### config.mk
export PLATFORM = sky130hd
export DESIGN_NAME = telemetry_frame_checker_stats
export DESIGN_NICKNAME = d
export VERILOG_FILES = /design/src/rtl/tfcs_pkg.sv /design/src/rtl/telemetry_frame_checker_stats.sv /design/src/rtl/tfcs_divider.sv /design/src/rtl/tfcs_frame_check.sv
export SDC_FILE = /design/constraint.sdc
export NUM_CORES = 2
export LEC_CHECK = 0
export BUFFER_PORTS_ARGS = -buffer_cell sky130_fd_sc_hd__buf_2
export CORE_MARGIN = 4
export CORE_UTILIZATION = 40
export CTS_BUF_LIST = sky130_fd_sc_hd__clkbuf_8
export DETAILED_ROUTE_END_ITERATION = 10
export PLACE_DENSITY_LB_ADDON = 0.05
export SETUP_SLACK_MARGIN = 0.3
export SYNTH_ARGS = -nofsm -noshare
export SYNTH_HDL_FRONTEND = slang
export SYNTH_HIERARCHICAL = 1
export SYNTH_SLANG_ARGS = --single-unit
### constraint.sdc
create_clock -name i_clk -period 11.15 [get_ports i_clk]
set_clock_uncertainty 0.1 [all_clocks]
set_input_delay 0.5575 -clock i_clk [delete_from_list [all_inputs] [get_ports i_clk]]
set_output_delay 0.5575 -clock i_clk [all_outputs]
set_load 0.05 [all_outputs]
### src/rtl/tfcs_pkg.sv
`timescale 1ns / 1ps
package tfcs_pkg;

    localparam int FRAME_W   = 16;
    localparam int STAMP_W   = 32;
    localparam int SEQ_W     = 32;
    localparam int VOLT_W    = 17;
    localparam int TEMP_W    = 16;
    localparam int CFG_W     = 16;
    localparam int SUM_W     = 33;
    localparam int RATE_W    = 26;
    localparam int STATUS_W  = 3;
    localparam int DIV_W     = 32;
    localparam int DIV_CNT_W = $clog2(DIV_W);

    localparam logic [FRAME_W-1:0] FRAME_LIMIT    = 16'hFFFF;
    localparam logic [9:0]         RATE_SCALE     = 10'd1000;
    localparam logic [CFG_W-1:0]   LOW_VOLT_RST   = 16'd22000;
    localparam logic [CFG_W-1:0]   TEMP_FLOOR_RST = 16'hFE70;
    localparam logic [CFG_W-1:0]   TEMP_CEIL_RST  = 16'd1200;

    typedef enum logic [STATUS_W-1:0] {
        STS_SUMMARY = 3'd0,
        STS_TIME    = 3'd1,
        STS_SEQ     = 3'd2,
        STS_VOLT    = 3'd3,
        STS_CURR    = 3'd4,
        STS_TEMP    = 3'd5,
        STS_GPS     = 3'd6,
        STS_SATS    = 3'd7
    } t_status;

    typedef enum logic [1:0] {
        CFG_LOW_VOLT   = 2'd0,
        CFG_TEMP_FLOOR = 2'd1,
        CFG_TEMP_CEIL  = 2'd2
    } t_cfg_idx;

    typedef enum logic [2:0] {
        ST_IDLE,
        ST_AVG,
        ST_AVG_WAIT,
        ST_RATE,
        ST_RATE_WAIT,
        ST_EMIT
    } t_state;

    typedef struct packed {
        logic [CFG_W-1:0]        low_voltage_mv;
        logic signed [CFG_W-1:0] temp_floor_dc;
        logic signed [CFG_W-1:0] temp_ceiling_dc;
    } t_cfg;

    typedef struct packed {
        logic               have_previous;
        logic [STAMP_W-1:0] previous_stamp;
        logic [SEQ_W-1:0]   previous_seq;
    } t_hist;

endpackage

### src/rtl/telemetry_frame_checker_stats.sv
`timescale 1ns / 1ps
// A frame that is not the last of its log is checked and accumulated in the cycle it is
// accepted, so such frames can be taken back to back; the first failing frame of a log
// loads its error beat into the output register at the edge that accepts it. The last
// frame of a log that passed every check starts the end-of-log statistics: the
// temperature average and the rate are both worked out by one shared 32-step restoring
// divider, used twice in turn unless the rate is zero without a division (a single counted
// frame or no elapsed time); input is held off until the summary beat is loaded, and also
// while a finished result beat waits in the output register and is not being taken.
module telemetry_frame_checker_stats import tfcs_pkg::*; (
    input  logic                     i_clk,
    input  logic                     i_rst_n,
    input  logic                     i_cfg_valid,
    output logic                     o_cfg_ready,
    input  logic [1:0]               i_cfg_index,
    input  logic [CFG_W-1:0]         i_cfg_data,
    input  logic                     i_valid,
    output logic                     o_ready,
    input  logic [STAMP_W-1:0]       i_stamp_ms,
    input  logic [SEQ_W-1:0]         i_frame_seq,
    input  logic signed [VOLT_W-1:0] i_voltage_mv,
    input  logic signed [VOLT_W-1:0] i_current_ma,
    input  logic signed [TEMP_W-1:0] i_temperature_dc,
    input  logic [7:0]               i_gps_fix,
    input  logic signed [7:0]        i_satellites,
    input  logic                     i_last,
    output logic                     o_valid,
    input  logic                     i_ready,
    output logic [STATUS_W-1:0]      o_status,
    output logic [FRAME_W-1:0]       o_frame_index,
    output logic [FRAME_W-1:0]       o_total_frames,
    output logic signed [VOLT_W-1:0] o_voltage_min_mv,
    output logic signed [VOLT_W-1:0] o_voltage_max_mv,
    output logic signed [TEMP_W-1:0] o_temperature_avg_dc,
    output logic [FRAME_W-1:0]       o_low_volt_frames,
    output logic [RATE_W-1:0]        o_rate_hz
);

    t_state                   r_state;
    t_state                   n_state;
    t_cfg                     r_cfg;
    t_cfg                     n_cfg;
    logic                     r_have_prev;
    logic                     n_have_prev;
    logic                     r_aborted;
    logic                     n_aborted;
    logic [FRAME_W-1:0]       r_frm_cnt;
    logic [FRAME_W-1:0]       n_frm_cnt;
    logic [STAMP_W-1:0]       r_prev_stamp;
    logic [STAMP_W-1:0]       n_prev_stamp;
    logic [STAMP_W-1:0]       r_first_stamp;
    logic [STAMP_W-1:0]       n_first_stamp;
    logic [SEQ_W-1:0]         r_last_seq;
    logic [SEQ_W-1:0]         n_last_seq;
    logic signed [VOLT_W-1:0] r_volt_min;
    logic signed [VOLT_W-1:0] n_volt_min;
    logic signed [VOLT_W-1:0] r_volt_max;
    logic signed [VOLT_W-1:0] n_volt_max;
    logic signed [SUM_W-1:0]  r_temp_sum;
    logic signed [SUM_W-1:0]  n_temp_sum;
    logic [FRAME_W-1:0]       r_low_count;
    logic [FRAME_W-1:0]       n_low_count;
    logic [RATE_W-1:0]        r_num;
    logic [RATE_W-1:0]        n_num;
    logic [TEMP_W-1:0]        r_avg;
    logic [TEMP_W-1:0]        n_avg;
    logic [RATE_W-1:0]        r_rate;
    logic [RATE_W-1:0]        n_rate;

    logic                     r_out_valid;
    logic                     n_out_valid;
    logic [STATUS_W-1:0]      r_out_status;
    logic [STATUS_W-1:0]      n_out_status;
    logic [FRAME_W-1:0]       r_out_index;
    logic [FRAME_W-1:0]       n_out_index;
    logic [FRAME_W-1:0]       r_out_total;
    logic [FRAME_W-1:0]       n_out_total;
    logic signed [VOLT_W-1:0] r_out_vmin;
    logic signed [VOLT_W-1:0] n_out_vmin;
    logic signed [VOLT_W-1:0] r_out_vmax;
    logic signed [VOLT_W-1:0] n_out_vmax;
    logic [TEMP_W-1:0]        r_out_avg;
    logic [TEMP_W-1:0]        n_out_avg;
    logic [FRAME_W-1:0]       r_out_low;
    logic [FRAME_W-1:0]       n_out_low;
    logic [RATE_W-1:0]        r_out_rate;
    logic [RATE_W-1:0]        n_out_rate;

    t_hist                    w_hist;
    t_status                  w_status;
    logic                     w_low_volt;
    logic                     w_accept;
    logic                     w_active;
    logic                     w_out_free;
    logic [STAMP_W-1:0]       w_elapsed;
    logic [SUM_W-1:0]         w_sum_neg;
    logic [DIV_W-1:0]         w_sum_abs;
    logic                     w_rate_ok;
    logic                     w_div_start;
    logic [DIV_W-1:0]         w_div_dividend;
    logic [DIV_W-1:0]         w_div_divisor;
    logic                     w_div_done;
    logic [DIV_W-1:0]         w_div_quo;
    logic [FRAME_W-1:0]       w_count_m1;

    assign w_hist.have_previous  = r_have_prev;
    assign w_hist.previous_stamp = r_prev_stamp;
    assign w_hist.previous_seq   = r_last_seq;

    tfcs_frame_check u_check (
        .i_stamp_ms       (i_stamp_ms),
        .i_frame_seq      (i_frame_seq),
        .i_voltage_mv     (i_voltage_mv),
        .i_current_ma     (i_current_ma),
        .i_temperature_dc (i_temperature_dc),
        .i_gps_fix        (i_gps_fix),
        .i_satellites     (i_satellites),
        .i_hist           (w_hist),
        .i_cfg            (r_cfg),
        .o_status         (w_status),
        .o_low_volt       (w_low_volt)
    );

    assign w_elapsed  = r_prev_stamp - r_first_stamp;
    assign w_sum_neg  = -r_temp_sum;
    assign w_sum_abs  = r_temp_sum[SUM_W-1] ? w_sum_neg[DIV_W-1:0] : r_temp_sum[DIV_W-1:0];
    assign w_rate_ok  = (r_frm_cnt > 16'd1) && (w_elapsed != '0);
    assign w_count_m1 = r_frm_cnt - 16'd1;

    assign w_div_start    = (r_state == ST_AVG) || ((r_state == ST_RATE) && w_rate_ok);
    assign w_div_dividend = (r_state == ST_RATE) ? {{(DIV_W - RATE_W){1'b0}}, r_num} : w_sum_abs;
    assign w_div_divisor  = (r_state == ST_RATE) ? w_elapsed
                          : {{(DIV_W - FRAME_W){1'b0}}, r_frm_cnt};

    tfcs_divider u_div (
        .i_clk      (i_clk),
        .i_rst_n    (i_rst_n),
        .i_start    (w_div_start),
        .i_dividend (w_div_dividend),
        .i_divisor  (w_div_divisor),
        .o_done     (w_div_done),
        .o_quotient (w_div_quo)
    );

    assign w_out_free = !r_out_valid || i_ready;
    assign o_ready    = (r_state == ST_IDLE) && w_out_free;
    assign w_accept   = i_valid && o_ready;
    assign w_active   = !r_aborted && (r_frm_cnt < FRAME_LIMIT);

    always_comb begin
        n_cfg = r_cfg;
        if (i_cfg_valid) begin
            if (i_cfg_index == CFG_LOW_VOLT) begin
                n_cfg.low_voltage_mv = i_cfg_data;
            end else if (i_cfg_index == CFG_TEMP_FLOOR) begin
                n_cfg.temp_floor_dc = i_cfg_data;
            end else if (i_cfg_index == CFG_TEMP_CEIL) begin
                n_cfg.temp_ceiling_dc = i_cfg_data;
            end
        end
    end

    always_comb begin
        n_state       = r_state;
        n_have_prev   = r_have_prev;
        n_aborted     = r_aborted;
        n_frm_cnt     = r_frm_cnt;
        n_prev_stamp  = r_prev_stamp;
        n_first_stamp = r_first_stamp;
        n_last_seq    = r_last_seq;
        n_volt_min    = r_volt_min;
        n_volt_max    = r_volt_max;
        n_temp_sum    = r_temp_sum;
        n_low_count   = r_low_count;
        n_num         = r_num;
        n_avg         = r_avg;
        n_rate        = r_rate;
        n_out_valid   = r_out_valid && !i_ready;
        n_out_status  = r_out_status;
        n_out_index   = r_out_index;
        n_out_total   = r_out_total;
        n_out_vmin    = r_out_vmin;
        n_out_vmax    = r_out_vmax;
        n_out_avg     = r_out_avg;
        n_out_low     = r_out_low;
        n_out_rate    = r_out_rate;

        unique case (r_state)
            ST_IDLE: begin
                if (w_accept) begin
                    if (w_active && (w_status != STS_SUMMARY)) begin
                        n_out_valid  = 1'b1;
                        n_out_status = w_status;
                        n_out_index  = r_frm_cnt + 16'd1;
                        n_out_total  = '0;
                        n_out_vmin   = '0;
                        n_out_vmax   = '0;
                        n_out_avg    = '0;
                        n_out_low    = '0;
                        n_out_rate   = '0;
                        n_aborted    = 1'b1;
                    end else begin
                        if (w_active) begin
                            if (!r_have_prev) begin
                                n_first_stamp = i_stamp_ms;
                                n_volt_min    = i_voltage_mv;
                                n_volt_max    = i_voltage_mv;
                            end else begin
                                if (i_voltage_mv < r_volt_min) begin
                                    n_volt_min = i_voltage_mv;
                                end
                                if (i_voltage_mv > r_volt_max) begin
                                    n_volt_max = i_voltage_mv;
                                end
                            end
                            n_have_prev   = 1'b1;
                            n_prev_stamp  = i_stamp_ms;
                            n_last_seq    = i_frame_seq;
                            n_frm_cnt     = r_frm_cnt + 16'd1;
                            n_temp_sum    = r_temp_sum
                                          + {{(SUM_W - TEMP_W){i_temperature_dc[TEMP_W-1]}},
                                             i_temperature_dc};
                            if (w_low_volt) begin
                                n_low_count = r_low_count + 16'd1;
                            end
                        end
                        if (i_last && !r_aborted && (n_frm_cnt != '0)) begin
                            n_state = ST_AVG;
                        end
                    end
                    if (i_last && (n_state == ST_IDLE)) begin
                        n_have_prev   = 1'b0;
                        n_aborted     = 1'b0;
                        n_frm_cnt     = '0;
                        n_prev_stamp  = '0;
                        n_first_stamp = '0;
                        n_last_seq    = '0;
                        n_volt_min    = '0;
                        n_volt_max    = '0;
                        n_temp_sum    = '0;
                        n_low_count   = '0;
                    end
                end
            end
            ST_AVG: begin
                n_num   = RATE_W'({{(RATE_W - FRAME_W){1'b0}}, w_count_m1}
                                  * {{(RATE_W - 10){1'b0}}, RATE_SCALE});
                n_state = ST_AVG_WAIT;
            end
            ST_AVG_WAIT: begin
                if (w_div_done) begin
                    n_avg   = r_temp_sum[SUM_W-1] ? (~w_div_quo[TEMP_W-1:0] + 16'd1)
                                                  : w_div_quo[TEMP_W-1:0];
                    n_state = ST_RATE;
                end
            end
            ST_RATE: begin
                if (w_rate_ok) begin
                    n_state = ST_RATE_WAIT;
                end else begin
                    n_rate  = '0;
                    n_state = ST_EMIT;
                end
            end
            ST_RATE_WAIT: begin
                if (w_div_done) begin
                    n_rate  = w_div_quo[RATE_W-1:0];
                    n_state = ST_EMIT;
                end
            end
            ST_EMIT: begin
                if (w_out_free) begin
                    n_out_valid   = 1'b1;
                    n_out_status  = STS_SUMMARY;
                    n_out_index   = '0;
                    n_out_total   = r_frm_cnt;
                    n_out_vmin    = r_volt_min;
                    n_out_vmax    = r_volt_max;
                    n_out_avg     = r_avg;
                    n_out_low     = r_low_count;
                    n_out_rate    = r_rate;
                    n_have_prev   = 1'b0;
                    n_aborted     = 1'b0;
                    n_frm_cnt     = '0;
                    n_prev_stamp  = '0;
                    n_first_stamp = '0;
                    n_last_seq    = '0;
                    n_volt_min    = '0;
                    n_volt_max    = '0;
                    n_temp_sum    = '0;
                    n_low_count   = '0;
                    n_state       = ST_IDLE;
                end
            end
            default: begin
                n_state = ST_IDLE;
            end
        endcase
    end

    always_ff @(posedge i_clk) begin
        if (!i_rst_n) begin
            r_state                 <= ST_IDLE;
            r_cfg.low_voltage_mv    <= LOW_VOLT_RST;
            r_cfg.temp_floor_dc     <= TEMP_FLOOR_RST;
            r_cfg.temp_ceiling_dc   <= TEMP_CEIL_RST;
            r_have_prev             <= 1'b0;
            r_aborted               <= 1'b0;
            r_frm_cnt               <= '0;
            r_prev_stamp            <= '0;
            r_first_stamp           <= '0;
            r_last_seq              <= '0;
            r_volt_min              <= '0;
            r_volt_max              <= '0;
            r_temp_sum              <= '0;
            r_low_count             <= '0;
            r_out_valid             <= 1'b0;
        end else begin
            r_state       <= n_state;
            r_cfg         <= n_cfg;
            r_have_prev   <= n_have_prev;
            r_aborted     <= n_aborted;
            r_frm_cnt     <= n_frm_cnt;
            r_prev_stamp  <= n_prev_stamp;
            r_first_stamp <= n_first_stamp;
            r_last_seq    <= n_last_seq;
            r_volt_min    <= n_volt_min;
            r_volt_max    <= n_volt_max;
            r_temp_sum    <= n_temp_sum;
            r_low_count   <= n_low_count;
            r_out_valid   <= n_out_valid;
        end
    end

    always_ff @(posedge i_clk) begin
        r_num        <= n_num;
        r_avg        <= n_avg;
        r_rate       <= n_rate;
        r_out_status <= n_out_status;
        r_out_index  <= n_out_index;
        r_out_total  <= n_out_total;
        r_out_vmin   <= n_out_vmin;
        r_out_vmax   <= n_out_vmax;
        r_out_avg    <= n_out_avg;
        r_out_low    <= n_out_low;
        r_out_rate   <= n_out_rate;
    end

    assign o_cfg_ready          = 1'b1;
    assign o_valid              = r_out_valid;
    assign o_status             = r_out_status;
    assign o_frame_index        = r_out_index;
    assign o_total_frames       = r_out_total;
    assign o_voltage_min_mv     = r_out_vmin;
    assign o_voltage_max_mv     = r_out_vmax;
    assign o_temperature_avg_dc = r_out_avg;
    assign o_low_volt_frames    = r_out_low;
    assign o_rate_hz            = r_out_rate;

    a_div_done_in_wait: assert property (@(posedge i_clk) disable iff (!i_rst_n)
        w_div_done |-> ((r_state == ST_AVG_WAIT) || (r_state == ST_RATE_WAIT)))
        else $error("divider finished outside a wait state");

    a_error_beat_clean: assert property (@(posedge i_clk) disable iff (!i_rst_n)
        (o_valid && (o_status != STS_SUMMARY)) |->
        ((o_total_frames == '0) && (o_rate_hz == '0) && (o_frame_index != '0)))
        else $error("error beat carries statistics or a zero frame index");

    a_summary_nonempty: assert property (@(posedge i_clk) disable iff (!i_rst_n)
        (o_valid && (o_status == STS_SUMMARY)) |->
        ((o_total_frames != '0) && (o_frame_index == '0)))
        else $error("summary beat without counted frames");

    a_last_ends_log: assert property (@(posedge i_clk) disable iff (!i_rst_n)
        (w_accept && i_last) |=>
        ((r_state == ST_AVG) || ((r_frm_cnt == '0) && !r_aborted && !r_have_prev)))
        else $error("last frame did not end the log");

endmodule

### src/rtl/tfcs_divider.sv
`timescale 1ns / 1ps
module tfcs_divider import tfcs_pkg::*; (
    input  logic             i_clk,
    input  logic             i_rst_n,
    input  logic             i_start,
    input  logic [DIV_W-1:0] i_dividend,
    input  logic [DIV_W-1:0] i_divisor,
    output logic             o_done,
    output logic [DIV_W-1:0] o_quotient
);

    logic                 r_busy;
    logic                 n_busy;
    logic                 r_done;
    logic                 n_done;
    logic [DIV_CNT_W-1:0] r_cnt;
    logic [DIV_CNT_W-1:0] n_cnt;
    logic [DIV_W:0]       r_rem;
    logic [DIV_W:0]       n_rem;
    logic [DIV_W-1:0]     r_quo;
    logic [DIV_W-1:0]     n_quo;
    logic [DIV_W-1:0]     r_dsr;
    logic [DIV_W-1:0]     n_dsr;
    logic [DIV_W:0]       w_shift;
    logic [DIV_W:0]       w_diff;

    // One quotient bit per cycle, restoring form.
    assign w_shift = {r_rem[DIV_W-1:0], r_quo[DIV_W-1]};
    assign w_diff  = w_shift - {1'b0, r_dsr};

    always_comb begin
        n_busy = r_busy;
        n_done = 1'b0;
        n_cnt  = r_cnt;
        n_rem  = r_rem;
        n_quo  = r_quo;
        n_dsr  = r_dsr;
        if (i_start) begin
            n_busy = 1'b1;
            n_cnt  = '0;
            n_rem  = '0;
            n_quo  = i_dividend;
            n_dsr  = i_divisor;
        end else if (r_busy) begin
            if (!w_diff[DIV_W]) begin
                n_rem = w_diff;
                n_quo = {r_quo[DIV_W-2:0], 1'b1};
            end else begin
                n_rem = w_shift;
                n_quo = {r_quo[DIV_W-2:0], 1'b0};
            end
            n_cnt = r_cnt + 1'b1;
            if (r_cnt == DIV_CNT_W'(DIV_W - 1)) begin
                n_busy = 1'b0;
                n_done = 1'b1;
            end
        end
    end

    always_ff @(posedge i_clk) begin
        if (!i_rst_n) begin
            r_busy <= 1'b0;
            r_done <= 1'b0;
        end else begin
            r_busy <= n_busy;
            r_done <= n_done;
        end
    end

    always_ff @(posedge i_clk) begin
        r_cnt <= n_cnt;
        r_rem <= n_rem;
        r_quo <= n_quo;
        r_dsr <= n_dsr;
    end

    assign o_done     = r_done;
    assign o_quotient = r_quo;

endmodule

### src/rtl/tfcs_frame_check.sv
`timescale 1ns / 1ps
module tfcs_frame_check import tfcs_pkg::*; (
    input  logic [STAMP_W-1:0]       i_stamp_ms,
    input  logic [SEQ_W-1:0]         i_frame_seq,
    input  logic signed [VOLT_W-1:0] i_voltage_mv,
    input  logic signed [VOLT_W-1:0] i_current_ma,
    input  logic signed [TEMP_W-1:0] i_temperature_dc,
    input  logic [7:0]               i_gps_fix,
    input  logic signed [7:0]        i_satellites,
    input  t_hist                    i_hist,
    input  t_cfg                     i_cfg,
    output t_status                  o_status,
    output logic                     o_low_volt
);

    logic [SEQ_W-1:0] w_seq_exp;

    assign w_seq_exp  = i_hist.previous_seq + 32'd1;
    assign o_low_volt = $signed({i_voltage_mv[VOLT_W-1], i_voltage_mv})
                      < $signed({2'b00, i_cfg.low_voltage_mv});

    always_comb begin
        priority if (i_hist.have_previous && (i_stamp_ms <= i_hist.previous_stamp)) begin
            o_status = STS_TIME;
        end else if (i_frame_seq != w_seq_exp) begin
            o_status = STS_SEQ;
        end else if (i_voltage_mv[VOLT_W-1] || (i_voltage_mv == '0)) begin
            o_status = STS_VOLT;
        end else if (i_current_ma[VOLT_W-1]) begin
            o_status = STS_CURR;
        end else if ((i_temperature_dc < i_cfg.temp_floor_dc)
                  || (i_temperature_dc > i_cfg.temp_ceiling_dc)) begin
            o_status = STS_TEMP;
        end else if (i_gps_fix > 8'd1) begin
            o_status = STS_GPS;
        end else if (i_satellites[7]) begin
            o_status = STS_SATS;
        end else begin
            o_status = STS_SUMMARY;
        end
    end

endmodule
==> metrics.cfg <==
[cts]
cts_setup_buffers=0
clk_path_buf_depth=3
numClockSinks=544
cts_tree=yes
numCtsBuffers=101
path_clk_slew_ns=0.06
ctsResizeCount=0
clock_latency_ns=0.73
ctsHoldBuffers=81
cts-htree-levels=3
cts-root-buf=clkbuf_8

[grt]
grt_use_total_pct=21.74
antenna_found_initial=10
grt_pass1_vias=27590
grt_pass1_wl_um=158100
grt-ovfl-total=0
grt_max_degree=112

[power]
p_int_mw=4.981
combPwrFrac_pct=46.1
p_leak_nw=16.64
ir_drop_uv=239.8
power_density_mw_per_mm2=205.8
sw_frac_of_total_pct=39.53
p_clk_share_pct=23.3
share_seq_of_total_power_pct=30.6
total_power_mw=8.237
p_switching_mw=3.256

[detailed_routing]
via_per_inst=5.284
postRouteAntennaNets=0
vias=28570
dr.pass1.iters=8
drt_iter0_drc=1798
wirelength_um=101000
drt-wirelength-per-cell_um=18.69
drc=0

[cells_and_area]
seq_area_sq_mm=0.01345
final_nets=4636
n_fill_cell=8504
multi_input_area_sq_mm=0.01960
layout-drive-gt1-share_pct=12.72
area_growth_pct=14.93

[hold_path]
hold_class=in -> reg

[placement]
numPortBuffers=258
hpwl_um=72840
place_congestion=0.8308
pre_cts_ws_ns=3.453

[critical_path]
slowest_delay_ns=0.77
end_kind=flip-flop
criticalPathCategory=reg -> reg
ff2ff_setup_slack_ns=3.53
arrival_ns=7.98
worstSetupStartpointType=flip-flop
endpoint=r_num[25]
crit_slowest_cell=dfxtp_1
ff2ff_path_depth=20
crit_path_start=r_frm_cnt[0]
path_cells=inv_1, ha_1, xnor2_1, inv_1, ha_1, xnor2_1, fa_1, fa_1, inv_1, fa_1, ha_1, o21a_1, a2111oi_0, nor3b_1, a311oi_1, o31ai_1, or4_1, a31o_2, a21oi_1, xnor2_1
reg2reg_from=r_frm_cnt[0]
cp_max_fo=15
critPathRequiredTime_ns=11.51
timing.rr.end=r_num[25]

[yosys]
ys_seq_elements=544
synth_fa_ha_area_share_pct=12.19
ys_dominant_reg_cell=dfxtp_1
avgSynthCellArea_sq_um=8.976
syn-num-nets=4345
synth_xor_xnor_area_share_pct=5.705
synth.area.mux_share_pct=3.136
synth_edf_count=256
synthesis.area_sq_mm=0.03483
synth-async-reset-ratio_pct=0
yosys.area_share.simple_pct=19.50
synth_top_family_by_area=simple AND/OR/NAND/NOR gates
ys_warn_count=6
yosysUniqueCellTypes=104
synth-compound-area-share_pct=15.32
netlist_instances=3880
ys_seq_area_share_pct=38.63

[floorplan]
pin_count=284
dieArea_sq_mm=0.09185
start_util_pct=40.58
rows=107
die_y_um=303.1
dieWidth_um=303.1
core_area_sq_mm=0.08582

[sta]
slew_headroom_pct=14.06
rsz0062_at_grt=no
timing.final.crit_share_pct=68.33
whs_ns=0.2369
max_freq_mhz=131.3
hold_viol_final=0
finalSetupViolCount=0
finalSetupTns_ns=0
drv_slew=0
fin_crit_ns=7.618
worst_slack_ns=3.532
worstMarginPinSlew_ns=1.279

[run]
maxCapViolations=0

[outcome]
status=finished, final reports clean

-- per-layer routing --
metal	up-vias	share of wire, %	track usage (%)
met5	-	0	0
met1	13470	48	31.36
li1	14350	-	-
met4	0	2.2	5.295
met2	609	44	33.98
met3	141	5.0	3.664
-- logic make-up (layout without fill, tap and decap cells) --
family          after synthesis  in the layout
simple gates               1364           1364
fa+ha+maj                   312            312
xor+xnor                    226            226
buf+inv                     486            859
flops                       544            544
other cells                   1             10
mux                         105            105
compound gates              842            842
-- worst max-delay path: cells and delay by family, from the launching register on --
kind            cells  cell delay, ns
fa+ha+maj           6            2.54
compound gates      6            1.84
xor+xnor            3            0.82
flops               1            0.77
simple gates        2            0.66
buf+inv             3            0.63
-- registers in the layout (all words and copies together), names as in the netlist, 17 cells and up --
signal            cells
o_rate_hz            26
r_volt_min           17
r_last_seq           32
u_div/o_quotient     32
r_rate               26
r_temp_sum           33
o_voltage_max_mv     17
r_cfg                48
r_first_stamp        32
r_num                23
u_div/r_rem          32
r_prev_stamp         32
u_div/r_dsr          32
o_voltage_min_mv     17
r_volt_max           17
-- power groups by stage --
stage / Combinational, mW / Sequential (mW) / Clock, mW
final: 3.80 / 2.52 / 1.92
after global routing: 4.26 / 2.54 / 2.08
after CTS: 3.80 / 2.52 / 2.00
after detailed placement: 3.76 / 2.56 / 0
after global placement: 3.76 / 2.56 / 0
after floorplan: 2.78 / 2.70 / 0
-- synth_stat cells, drive strengths merged (10+ instances only) --
cell | count | area share (%)
xnor2 | 137 | 3.5
nand4 | 52 | 1.1
nor3b | 14 | 0.32
dfxtp | 288 | 17
nor2b | 29 | 0.54
or3 | 32 | 0.59
fa | 46 | 2.6
a211oi | 34 | 0.76
mux2 | 33 | 1.1
o21ai | 155 | 2.2
buf | 52 | 0.82
a31o | 14 | 0.35
o21bai | 12 | 0.26
o211ai | 24 | 0.52
nand3 | 180 | 2.7
ha | 265 | 9.5
and4 | 11 | 0.28
clkbuf | 138 | 1.5
a2111oi | 11 | 0.35
nor3 | 55 | 0.80
a31oi | 26 | 0.51
nor2 | 288 | 3.1
o22ai | 10 | 0.18
and3 | 35 | 0.63
a22oi | 29 | 0.63
or2 | 18 | 0.32
a21oi | 310 | 4.5
xor2 | 89 | 2.2
and2 | 131 | 2.4
o21a | 31 | 0.67
nand2 | 405 | 4.4
or4 | 15 | 0.33
nor4 | 36 | 0.77
o31ai | 29 | 0.64
nand2b | 31 | 0.56
mux2i | 72 | 2.1
inv | 295 | 3.2
a21o | 73 | 1.6
edfxtp | 256 | 22
-- metrics by stage --
step	cells	util [%]	instance area, sq um
2_1_floorplan	3880	-	34830
3_3_place_gp	5131	43.35	37200
3_5_place_dp	5131	43.35	37200
4_1_cts	5397	46.62	40000
5_1_grt	5403	46.63	40020
6_report	5406	46.64	40030
-- how the worst min path moves through the flow --
stage	from	end	slack (ns)	depth (start not counted)
after floorplan	r_cfg[11]	r_cfg[11]	0.34	2
after global placement	r_first_stamp[10]	r_first_stamp[10]	0.34	2
after detailed placement	r_cfg[9]	r_cfg[9]	0.35	2
after CTS	i_temperature_dc[0]	r_temp_sum[0]	0.16	4
after global routing	i_voltage_mv[5]	r_volt_max[5]	0.20	4
final	i_temperature_dc[0]	r_temp_sum[0]	0.24	4
-- cell type report --
class,instances,share of cell area [%]
Tap cell,1144,3.576
Antenna cell,9,0.05627
Sequential cell,544,33.61
Inverter,296,2.788
Clock buffer,115,3.954
Multi-Input combinational cell,2850,48.97
Timing Repair Buffer,378,6.014
Clock inverter,70,1.028
-- placed cells by master (no fill, tap or decap), types with 26 or more instances in the layout --
master         Yosys  final
nand2_1          405    405
inv_1            295    343
a21oi_1          310    308
dfxtp_1          288    287
nor2_1           287    286
ha_1             265    265
buf_2             28    258
edfxtp_1         256    256
nand3_1          177    177
o21ai_0          147    146
xnor2_1          136    136
and2_1           131    130
clkbuf_8           0    115
xor2_1            89     89
dlygate4sd3_1      0     81
a21o_1            73     73
mux2i_1           72     72
nor3_1            54     53
nand4_1           49     49
fa_1              46     46
buf_4              6     38
and3_1            34     34
mux2_2            33     33
nor4_1            32     32
a211oi_1          32     32
nand2b_1          31     31
or3_1             31     31
o21a_1            31     31
a22oi_1           29     29
nor2b_1           28     28
o31ai_1           28     26
Power figures use the tool's default switching activity.
